==> src/rtl/hog_cell_orientation_histogram_top_assert.svh <==
// Assertion macros used by the orientation histogram top level.
`ifndef HOG_CELL_ORIENTATION_HISTOGRAM_TOP_ASSERT_SVH
`define HOG_CELL_ORIENTATION_HISTOGRAM_TOP_ASSERT_SVH

// Checked property, disabled while reset is high.
`define HOG_ASSERT(label, clk, rst, prop, msg) \
   label: assert property (@(posedge clk) disable iff (rst) prop) else $error(msg);

// Checked property that also holds across reset.
`define HOG_ASSERT_ALWAYS(label, clk, prop, msg) \
   label: assert property (@(posedge clk) prop) else $error(msg);

`endif

==> src/rtl/hog_pkg.sv <==
// Package with widths and constants of the orientation histogram.
`default_nettype none

package hog_pkg;

   // Field widths.
   localparam int unsigned MAG_W  = 8;
   localparam int unsigned DIR_W  = 8;
   localparam int unsigned BIN_W  = 4;
   localparam int unsigned SUM_W  = 16;
   localparam int unsigned R_W    = 5;
   localparam int unsigned PROD_W = 13;

   // Binning constants.
   localparam int unsigned NUM_BINS  = 9;
   localparam int unsigned BIN_DEG   = 20;
   localparam logic [DIR_W-1:0] DIR_MAX  = 8'd179;
   localparam logic [BIN_W-1:0] LAST_BIN = 4'd8;

   // Reciprocal of 20: floor(x / 20) == (x * RECIP) >> RECIP_SHIFT for x < 8192.
   localparam int unsigned RECIP       = 3277;
   localparam int unsigned RECIP_SHIFT = 16;
   localparam int unsigned RECIP_W     = 25;

   // Default cell length in pixels.
   localparam int unsigned CELL_PIXELS_DEF = 64;

   typedef logic [SUM_W-1:0] sum_type;

endpackage

`default_nettype wire

==> src/rtl/hog_cell_orientation_histogram_top.sv <==
// Top level of the nine-bin HOG cell orientation histogram.
//
//   channel   direction   handshake             payload
//   req       in          req_valid/req_stall   magnitude, direction, cell_end
//   rsp       out         rsp_valid/rsp_stall   bin_index, bin_sum, last
//
// One pixel is taken per cycle while req_stall is low; each pixel passes an
// input register and a weight register and is added into two bin accumulators.
// The last pixel of a cell copies the nine sums into an output buffer, which drains
// one bin per cycle while rsp_stall is low; the first bin follows the buffer load.
// A cell that closes while the buffer still drains holds the input with req_stall.
// Synchronous reset clears the valid flags, the pixel count and the accumulators.
`default_nettype none

`include "hog_cell_orientation_histogram_top_assert.svh"

module hog_cell_orientation_histogram_top #(
   parameter int unsigned CELL_PIXELS = hog_pkg::CELL_PIXELS_DEF
) (
   input  logic                        clock,
   input  logic                        reset,
   input  logic                        req_valid,
   output logic                        req_stall,
   input  logic [hog_pkg::MAG_W-1:0]   req_magnitude,
   input  logic [hog_pkg::DIR_W-1:0]   req_direction,
   input  logic                        req_cell_end,
   output logic                        rsp_valid,
   input  logic                        rsp_stall,
   output logic [hog_pkg::BIN_W-1:0]   rsp_bin_index,
   output logic [hog_pkg::SUM_W-1:0]   rsp_bin_sum,
   output logic                        rsp_last
);
   import hog_pkg::*;

   localparam int unsigned CNT_W = (CELL_PIXELS > 1) ? $clog2(CELL_PIXELS) : 1;

   // Pixel count and input stage.
   logic [CNT_W-1:0]  cnt_ff, cnt_in;
   logic              s1_valid_ff, s1_valid_in;
   logic [MAG_W-1:0]  s1_mag_ff, s1_mag_in;
   logic [DIR_W-1:0]  s1_dir_ff, s1_dir_in;
   logic              s1_close_ff, s1_close_in;

   // Weight stage.
   logic              s2_valid_ff, s2_valid_in;
   logic [MAG_W-1:0]  s2_mag_ff, s2_mag_in;
   logic [PROD_W-1:0] s2_x_ff, s2_x_in;
   logic [BIN_W-1:0]  s2_base_ff, s2_base_in;
   logic [BIN_W-1:0]  s2_next_ff, s2_next_in;
   logic              s2_close_ff, s2_close_in;

   // Accumulators, output buffer and drain counter.
   sum_type           acc_ff [NUM_BINS];
   sum_type           acc_in [NUM_BINS];
   sum_type           buf_ff [NUM_BINS];
   sum_type           buf_in [NUM_BINS];
   logic              emit_ff, emit_in;
   logic [BIN_W-1:0]  idx_ff, idx_in;

   logic              req_acc, rsp_acc, buf_free, s2_hold, load_buf, cell_close;
   logic [DIR_W-1:0]  dir_sat, thr;
   logic [BIN_W-1:0]  base, next;
   logic [R_W-1:0]    r;
   logic [RECIP_W-1:0] recip_prod;
   logic [MAG_W-1:0]  w_hi, w_lo;
   logic              exact;
   sum_type           sum [NUM_BINS];

   // Handshake and flow control.
   assign rsp_acc   = emit_ff && !rsp_stall;
   assign buf_free  = !emit_ff || (!rsp_stall && (idx_ff == LAST_BIN));
   assign s2_hold   = s2_valid_ff && s2_close_ff && !buf_free;
   assign load_buf  = s2_valid_ff && s2_close_ff && buf_free;
   assign req_stall = s1_valid_ff && s2_hold;
   assign req_acc   = req_valid && !req_stall;

   // A cell closes on its marked last pixel or when the count runs out.
   assign cell_close = req_cell_end || (cnt_ff == CNT_W'(CELL_PIXELS - 1));

   // Input stage register and pixel count.
   always_comb begin
      cnt_in      = cnt_ff;
      s1_mag_in   = s1_mag_ff;
      s1_dir_in   = s1_dir_ff;
      s1_close_in = s1_close_ff;
      s1_valid_in = s2_hold ? (s1_valid_ff || req_acc) : req_acc;
      if (req_acc) begin
         cnt_in      = cell_close ? '0 : cnt_ff + CNT_W'(1);
         s1_mag_in   = req_magnitude;
         s1_dir_in   = req_direction;
         s1_close_in = cell_close;
      end
   end

   // Saturate the direction and split it into base bin and offset.
   always_comb begin
      dir_sat = (s1_dir_ff > DIR_MAX) ? DIR_MAX : s1_dir_ff;
      base    = '0;
      thr     = '0;
      for (int k = 1; k < NUM_BINS; k++) begin
         if (dir_sat >= DIR_W'(k * BIN_DEG)) begin
            base = BIN_W'(k);
            thr  = DIR_W'(k * BIN_DEG);
         end
      end
      r    = R_W'(dir_sat - thr);
      next = (base == LAST_BIN) ? '0 : base + BIN_W'(1);
   end

   // Weight stage register; the product mag * r sets the upper share.
   always_comb begin
      s2_valid_in = s2_hold ? 1'b1 : s1_valid_ff;
      s2_mag_in   = s2_mag_ff;
      s2_x_in     = s2_x_ff;
      s2_base_in  = s2_base_ff;
      s2_next_in  = s2_next_ff;
      s2_close_in = s2_close_ff;
      if (!s2_hold) begin
         s2_mag_in   = s1_mag_ff;
         s2_x_in     = PROD_W'(s1_mag_ff) * PROD_W'(r);
         s2_base_in  = base;
         s2_next_in  = next;
         s2_close_in = s1_close_ff;
      end
   end

   // Upper share is floor(x / 20); the lower share is mag minus its ceiling.
   always_comb begin
      recip_prod = RECIP_W'(s2_x_ff) * RECIP_W'(RECIP);
      w_hi       = recip_prod[RECIP_SHIFT +: MAG_W];
      exact      = ((PROD_W'(w_hi) * PROD_W'(BIN_DEG)) == s2_x_ff);
      w_lo       = s2_mag_ff - w_hi - MAG_W'(!exact);
   end

   // Per-bin sums including the current pixel.
   always_comb begin
      for (int i = 0; i < NUM_BINS; i++) begin
         sum[i] = acc_ff[i]
                + ((s2_base_ff == BIN_W'(i)) ? SUM_W'(w_lo) : '0)
                + ((s2_next_ff == BIN_W'(i)) ? SUM_W'(w_hi) : '0);
      end
   end

   // Accumulator update, cleared when the cell closes.
   always_comb begin
      for (int i = 0; i < NUM_BINS; i++) begin
         acc_in[i] = acc_ff[i];
         buf_in[i] = load_buf ? sum[i] : buf_ff[i];
         if (s2_valid_ff && !s2_hold) begin
            acc_in[i] = s2_close_ff ? '0 : sum[i];
         end
      end
   end

   // Output buffer drain.
   always_comb begin
      emit_in = emit_ff;
      idx_in  = idx_ff;
      if (load_buf) begin
         emit_in = 1'b1;
         idx_in  = '0;
      end else if (rsp_acc) begin
         emit_in = (idx_ff != LAST_BIN);
         idx_in  = idx_ff + BIN_W'(1);
      end
   end

   // Control registers.
   always_ff @(posedge clock) begin
      if (reset) begin
         cnt_ff      <= '0;
         s1_valid_ff <= 1'b0;
         s2_valid_ff <= 1'b0;
         emit_ff     <= 1'b0;
         idx_ff      <= '0;
         for (int i = 0; i < NUM_BINS; i++) begin
            acc_ff[i] <= '0;
         end
      end else begin
         cnt_ff      <= cnt_in;
         s1_valid_ff <= s1_valid_in;
         s2_valid_ff <= s2_valid_in;
         emit_ff     <= emit_in;
         idx_ff      <= idx_in;
         acc_ff      <= acc_in;
      end
   end

   // Payload registers.
   always_ff @(posedge clock) begin
      s1_mag_ff   <= s1_mag_in;
      s1_dir_ff   <= s1_dir_in;
      s1_close_ff <= s1_close_in;
      s2_mag_ff   <= s2_mag_in;
      s2_x_ff     <= s2_x_in;
      s2_base_ff  <= s2_base_in;
      s2_next_ff  <= s2_next_in;
      s2_close_ff <= s2_close_in;
      buf_ff      <= buf_in;
   end

   // Result item outputs.
   assign rsp_valid     = emit_ff;
   assign rsp_bin_index = idx_ff;
   assign rsp_bin_sum   = buf_ff[idx_ff];
   assign rsp_last      = (idx_ff == LAST_BIN);

   // Checks on reset, the drain and the cell count.
   `HOG_ASSERT_ALWAYS(a_reset_quiet, clock, reset |=> !rsp_valid, "results after reset")
   `HOG_ASSERT(a_hold_only_draining, clock, reset, s2_hold |-> rsp_valid,
      "input held with no drain")
   `HOG_ASSERT(a_load_starts_bin0, clock, reset,
      load_buf |=> (rsp_valid && (rsp_bin_index == '0)), "cell drain not at bin zero")
   `HOG_ASSERT(a_drain_ends, clock, reset,
      (rsp_valid && !rsp_stall && rsp_last && !load_buf) |=> !rsp_valid,
      "results past the last bin")
   `HOG_ASSERT(a_count_bound, clock, reset, cnt_ff <= CNT_W'(CELL_PIXELS - 1),
      "pixel count past cell length")

endmodule

`default_nettype wire
==> config.mk <==
export PLATFORM = sky130hd
export DESIGN_NAME = hog_cell_orientation_histogram_top
export DESIGN_NICKNAME = d
export VERILOG_FILES = /design/src/rtl/hog_pkg.sv /design/src/rtl/hog_cell_orientation_histogram_top.sv
export VERILOG_INCLUDE_DIRS = /design/src /design/src/rtl
export SDC_FILE = /design/constraint.sdc
export NUM_CORES = 1
export LEC_CHECK = 0
export BUFFER_PORTS_ARGS = -buffer_cell sky130_fd_sc_hd__buf_2
export CORE_MARGIN = 3
export CORE_UTILIZATION = 30
export CTS_CLUSTER_SIZE = 12
export DETAILED_ROUTE_END_ITERATION = 16
export PLACE_DENSITY_LB_ADDON = 0.3
export SLEW_MARGIN = 40
export SYNTH_ARGS = -nofsm -noshare
export SYNTH_HDL_FRONTEND = slang
export SYNTH_SLANG_ARGS = --single-unit
==> constraint.sdc <==
create_clock -name clock -period 14.6 [get_ports clock]
set_input_delay 1.46 -clock clock [delete_from_list [all_inputs] [get_ports clock]]
set_output_delay 1.46 -clock clock [all_outputs]
set_load 0.03 [all_outputs]
==> impl_metrics.env <==
export IMPL_stdcell_area_sq_um=26800
export IMPL_clkSlewWorstSetupHoldPaths_ns=0.06
export IMPL_grt_overflow=0
export IMPL_multi_input_area_sq_um=14300
export IMPL_avgSynthCellArea_sq_um=10.2
export IMPL_cts_sinks=348
export IMPL_top_layer="met4"
export IMPL_crit_path_max_incr_delay_ns=0.57
export IMPL_totalWireLength_um=64200
export IMPL_boundaryPins=44
export IMPL_fill_cells=7969
export IMPL_maxCapViolCount=0
export IMPL_post_drt_wl_per_cell_um=18.6
export IMPL_finalSetupTns_ns=0
export IMPL_synth_flop_cell="edfxtp_1"
export IMPL_synth_edf_count=191
export IMPL_holdBufCountCts=0
export IMPL_crit_family="adder cells"
export IMPL_timing_rr_start="s2_x_ff[7]$_DFFE_PN_"
export IMPL_ant_nets=0
export IMPL_gp_congestion=0.870
export IMPL_die_w_um=289
export IMPL_critPathKind="reg2reg"
export IMPL_ys_types=71
export IMPL_synth_area_leaders="edfxtp_1 (24%), dfxtp_1 (13%), fa_1 (12%)"
export IMPL_status="completed"
export IMPL_crit_top_cell="fa_1"
export IMPL_fp_dieArea_sq_um=83600
export IMPL_post_place_ws_ns=1.56
export IMPL_clock_root_buffer="clkbuf_16"
export IMPL_endpoint="acc_ff[142]$_SDFFE_PP0P_"
export IMPL_layout_drive_gt1_share_pct=7.68
export IMPL_wl_met3_um=3060
export IMPL_worst_hold_slack_ns=0.417
export IMPL_numPortBuffers=43
export IMPL_fin_crit_sh_pct=87.7
export IMPL_crit_buf_inv=7
export IMPL_wl_met1_um=30200
export IMPL_synth_async_reset_ratio_pct=0
export IMPL_num_rows=103
export IMPL_drt_initial_drc_count=1175
export IMPL_grt_pass1_vias=17632
export IMPL_critPathRequiredTime_ns=15.04
export IMPL_drc_errors=0
export IMPL_rr_worst_depth=47
export IMPL_yosys_area_top_type_share_pct=23.9
export IMPL_htreeDepth=2
export IMPL_worstSetupEndpointType="flip-flop"
export IMPL_syn_to_final_growth_pct=11.3
export IMPL_skew_ns=0.0304
export IMPL_hold_viol_final=0
export IMPL_wl_met2_um=29500
export IMPL_synth_largest_area_cell="edfxtp_1"
export IMPL_grt_max_degree=99
export IMPL_cts_resized=0
export IMPL_startpoint="s2_x_ff[7]$_DFFE_PN_"
export IMPL_fp_dieH_um=289
export IMPL_grt_pass1_wl_um=101000
export IMPL_post_cts_buffers=0
export IMPL_dp_hpwl_um=46100
export IMPL_finalSetupViolations=0
export IMPL_clock_fmax_mhz=78.1
export IMPL_final_common_cell="nor2_1"
export IMPL_layout_common_cells="nor2_1 (270), ha_1 (209), edfxtp_1 (191)"
export IMPL_first_pass_iters=5
export IMPL_syn_nets=2722
export IMPL_regArea_sq_um=8880
export IMPL_design_core_area_sq_um=79300
export IMPL_cp_arrival_ns=13.25
export IMPL_netlist_area_sq_um=24000
export IMPL_tightest_slew_ns=0.796
export IMPL_post_route_min_period_ns=12.80
export IMPL_slew_headroom_pct=46.9
export IMPL_netlist_instances=2347
export IMPL_cts_buffers=40
export IMPL_yosysWarnings=0
export IMPL_worst_path_stages=47
export IMPL_synth_seq_cells=348
export IMPL_start_util_pct=30.3
export IMPL_clock_path_buffers=3
export IMPL_hold_path_startpoint="s1_close_ff$_DFFE_PP_"
export IMPL_critPathSlowestCell="xor2_2"
export IMPL_via_count=17474
export IMPL_rrSetupSlack_ns=1.80
export IMPL_r2r_end="acc_ff[142]$_SDFFE_PP0P_"
export IMPL_vias_per_cell=5.07
export IMPL_slew_viol_final=0
export IMPL_min_path_type="reg2reg"
export IMPL_worstSkewPairLatency_ns=0.57
export IMPL_nets=2741
export IMPL_antenna_found_initial=0
export IMPL_track_usage_pct=15.4
export IMPL_rsz0062_at_grt="no"
export IMPL_setup_slack_ns=1.80
export IMPL_start_kind="flip-flop"
export IMPL_ys_seq_area_share_pct=36.9
export IMPL_cts_tree="yes"
export IMPL_path_max_fanout=10
export IMPL_insertedDiodeCount=0
export IMPL_placed_area_sq_um=25500
## metrics by stage
step	std cells	utilization, %
floorplan	2347	-
global placement	3374	32.2
detailed placement	3374	32.2
CTS	3447	33.8
global route	3447	33.8
finish	3447	33.8
## synthesized netlist by cell type (all sizes together), types with 46 or more instances
library cell,instances
inv,156
fa,145
ha,209
xor2,61
nand2,167
o21ai,80
clkbuf,85
dfxtp,157
nand3b,62
nor2,271
xnor2,111
edfxtp,191
nor2b,46
a21oi,153
## metal layers
layer	up-vias	global-route usage (%)
met5	-	0
met4	0	4.04
met3	91	2.34
met2	470	25.0
met1	8660	21.5
li1	8253	-
## sequential cells by signal, indices dropped and copies added, names as in the netlist
signal         cells
acc_ff           144
buf_ff           144
cnt_ff             6
rsp_bin_index      4
rsp_valid          1
s1_close_ff        1
s1_dir_ff          8
s1_mag_ff          8
s1_valid_ff        1
s2_base_ff         4
s2_close_ff        1
s2_mag_ff          8
s2_next_ff         4
s2_valid_ff        1
s2_x_ff           13
## cells by family after synthesis
kind of cell	synth area share (%)
AOI/OAI and AO/OA	11.7
xor gates and xnor gates	6.30
adders and majority gates	22.9
buffers and inverters	4.00
DFF	36.9
muxes	3.75
and+or+nand+nor	14.4
## cell type report
class | count | share of cell area, %
Multi-Input combinational cell | 1745 | 53.3
Sequential cell | 348 | 33.2
Tap cell | 1050 | 4.91
Clock buffer | 59 | 4.23
Inverter | 158 | 2.24
Timing Repair Buffer | 73 | 1.72
Clock inverter | 14 | 0.472
## how the worst min path moves through the flow
stage | slack [ns] | end | cells after the start
5_1_grt | 0.43 | s2_close_ff$_DFFE_PN_ | 0
6_report | 0.42 | s2_close_ff$_DFFE_PN_ | 0
2_1_floorplan | 0.40 | s2_close_ff$_DFFE_PN_ | 0
4_1_cts | 0.42 | s2_close_ff$_DFFE_PN_ | 0
3_5_place_dp | 0.41 | s2_close_ff$_DFFE_PN_ | 0
3_3_place_gp | 0.40 | s2_close_ff$_DFFE_PN_ | 0
Power is left out: the tool's default activity adds up to more than one toggle a clock period on the data nets, which glitch-free logic cannot reach.
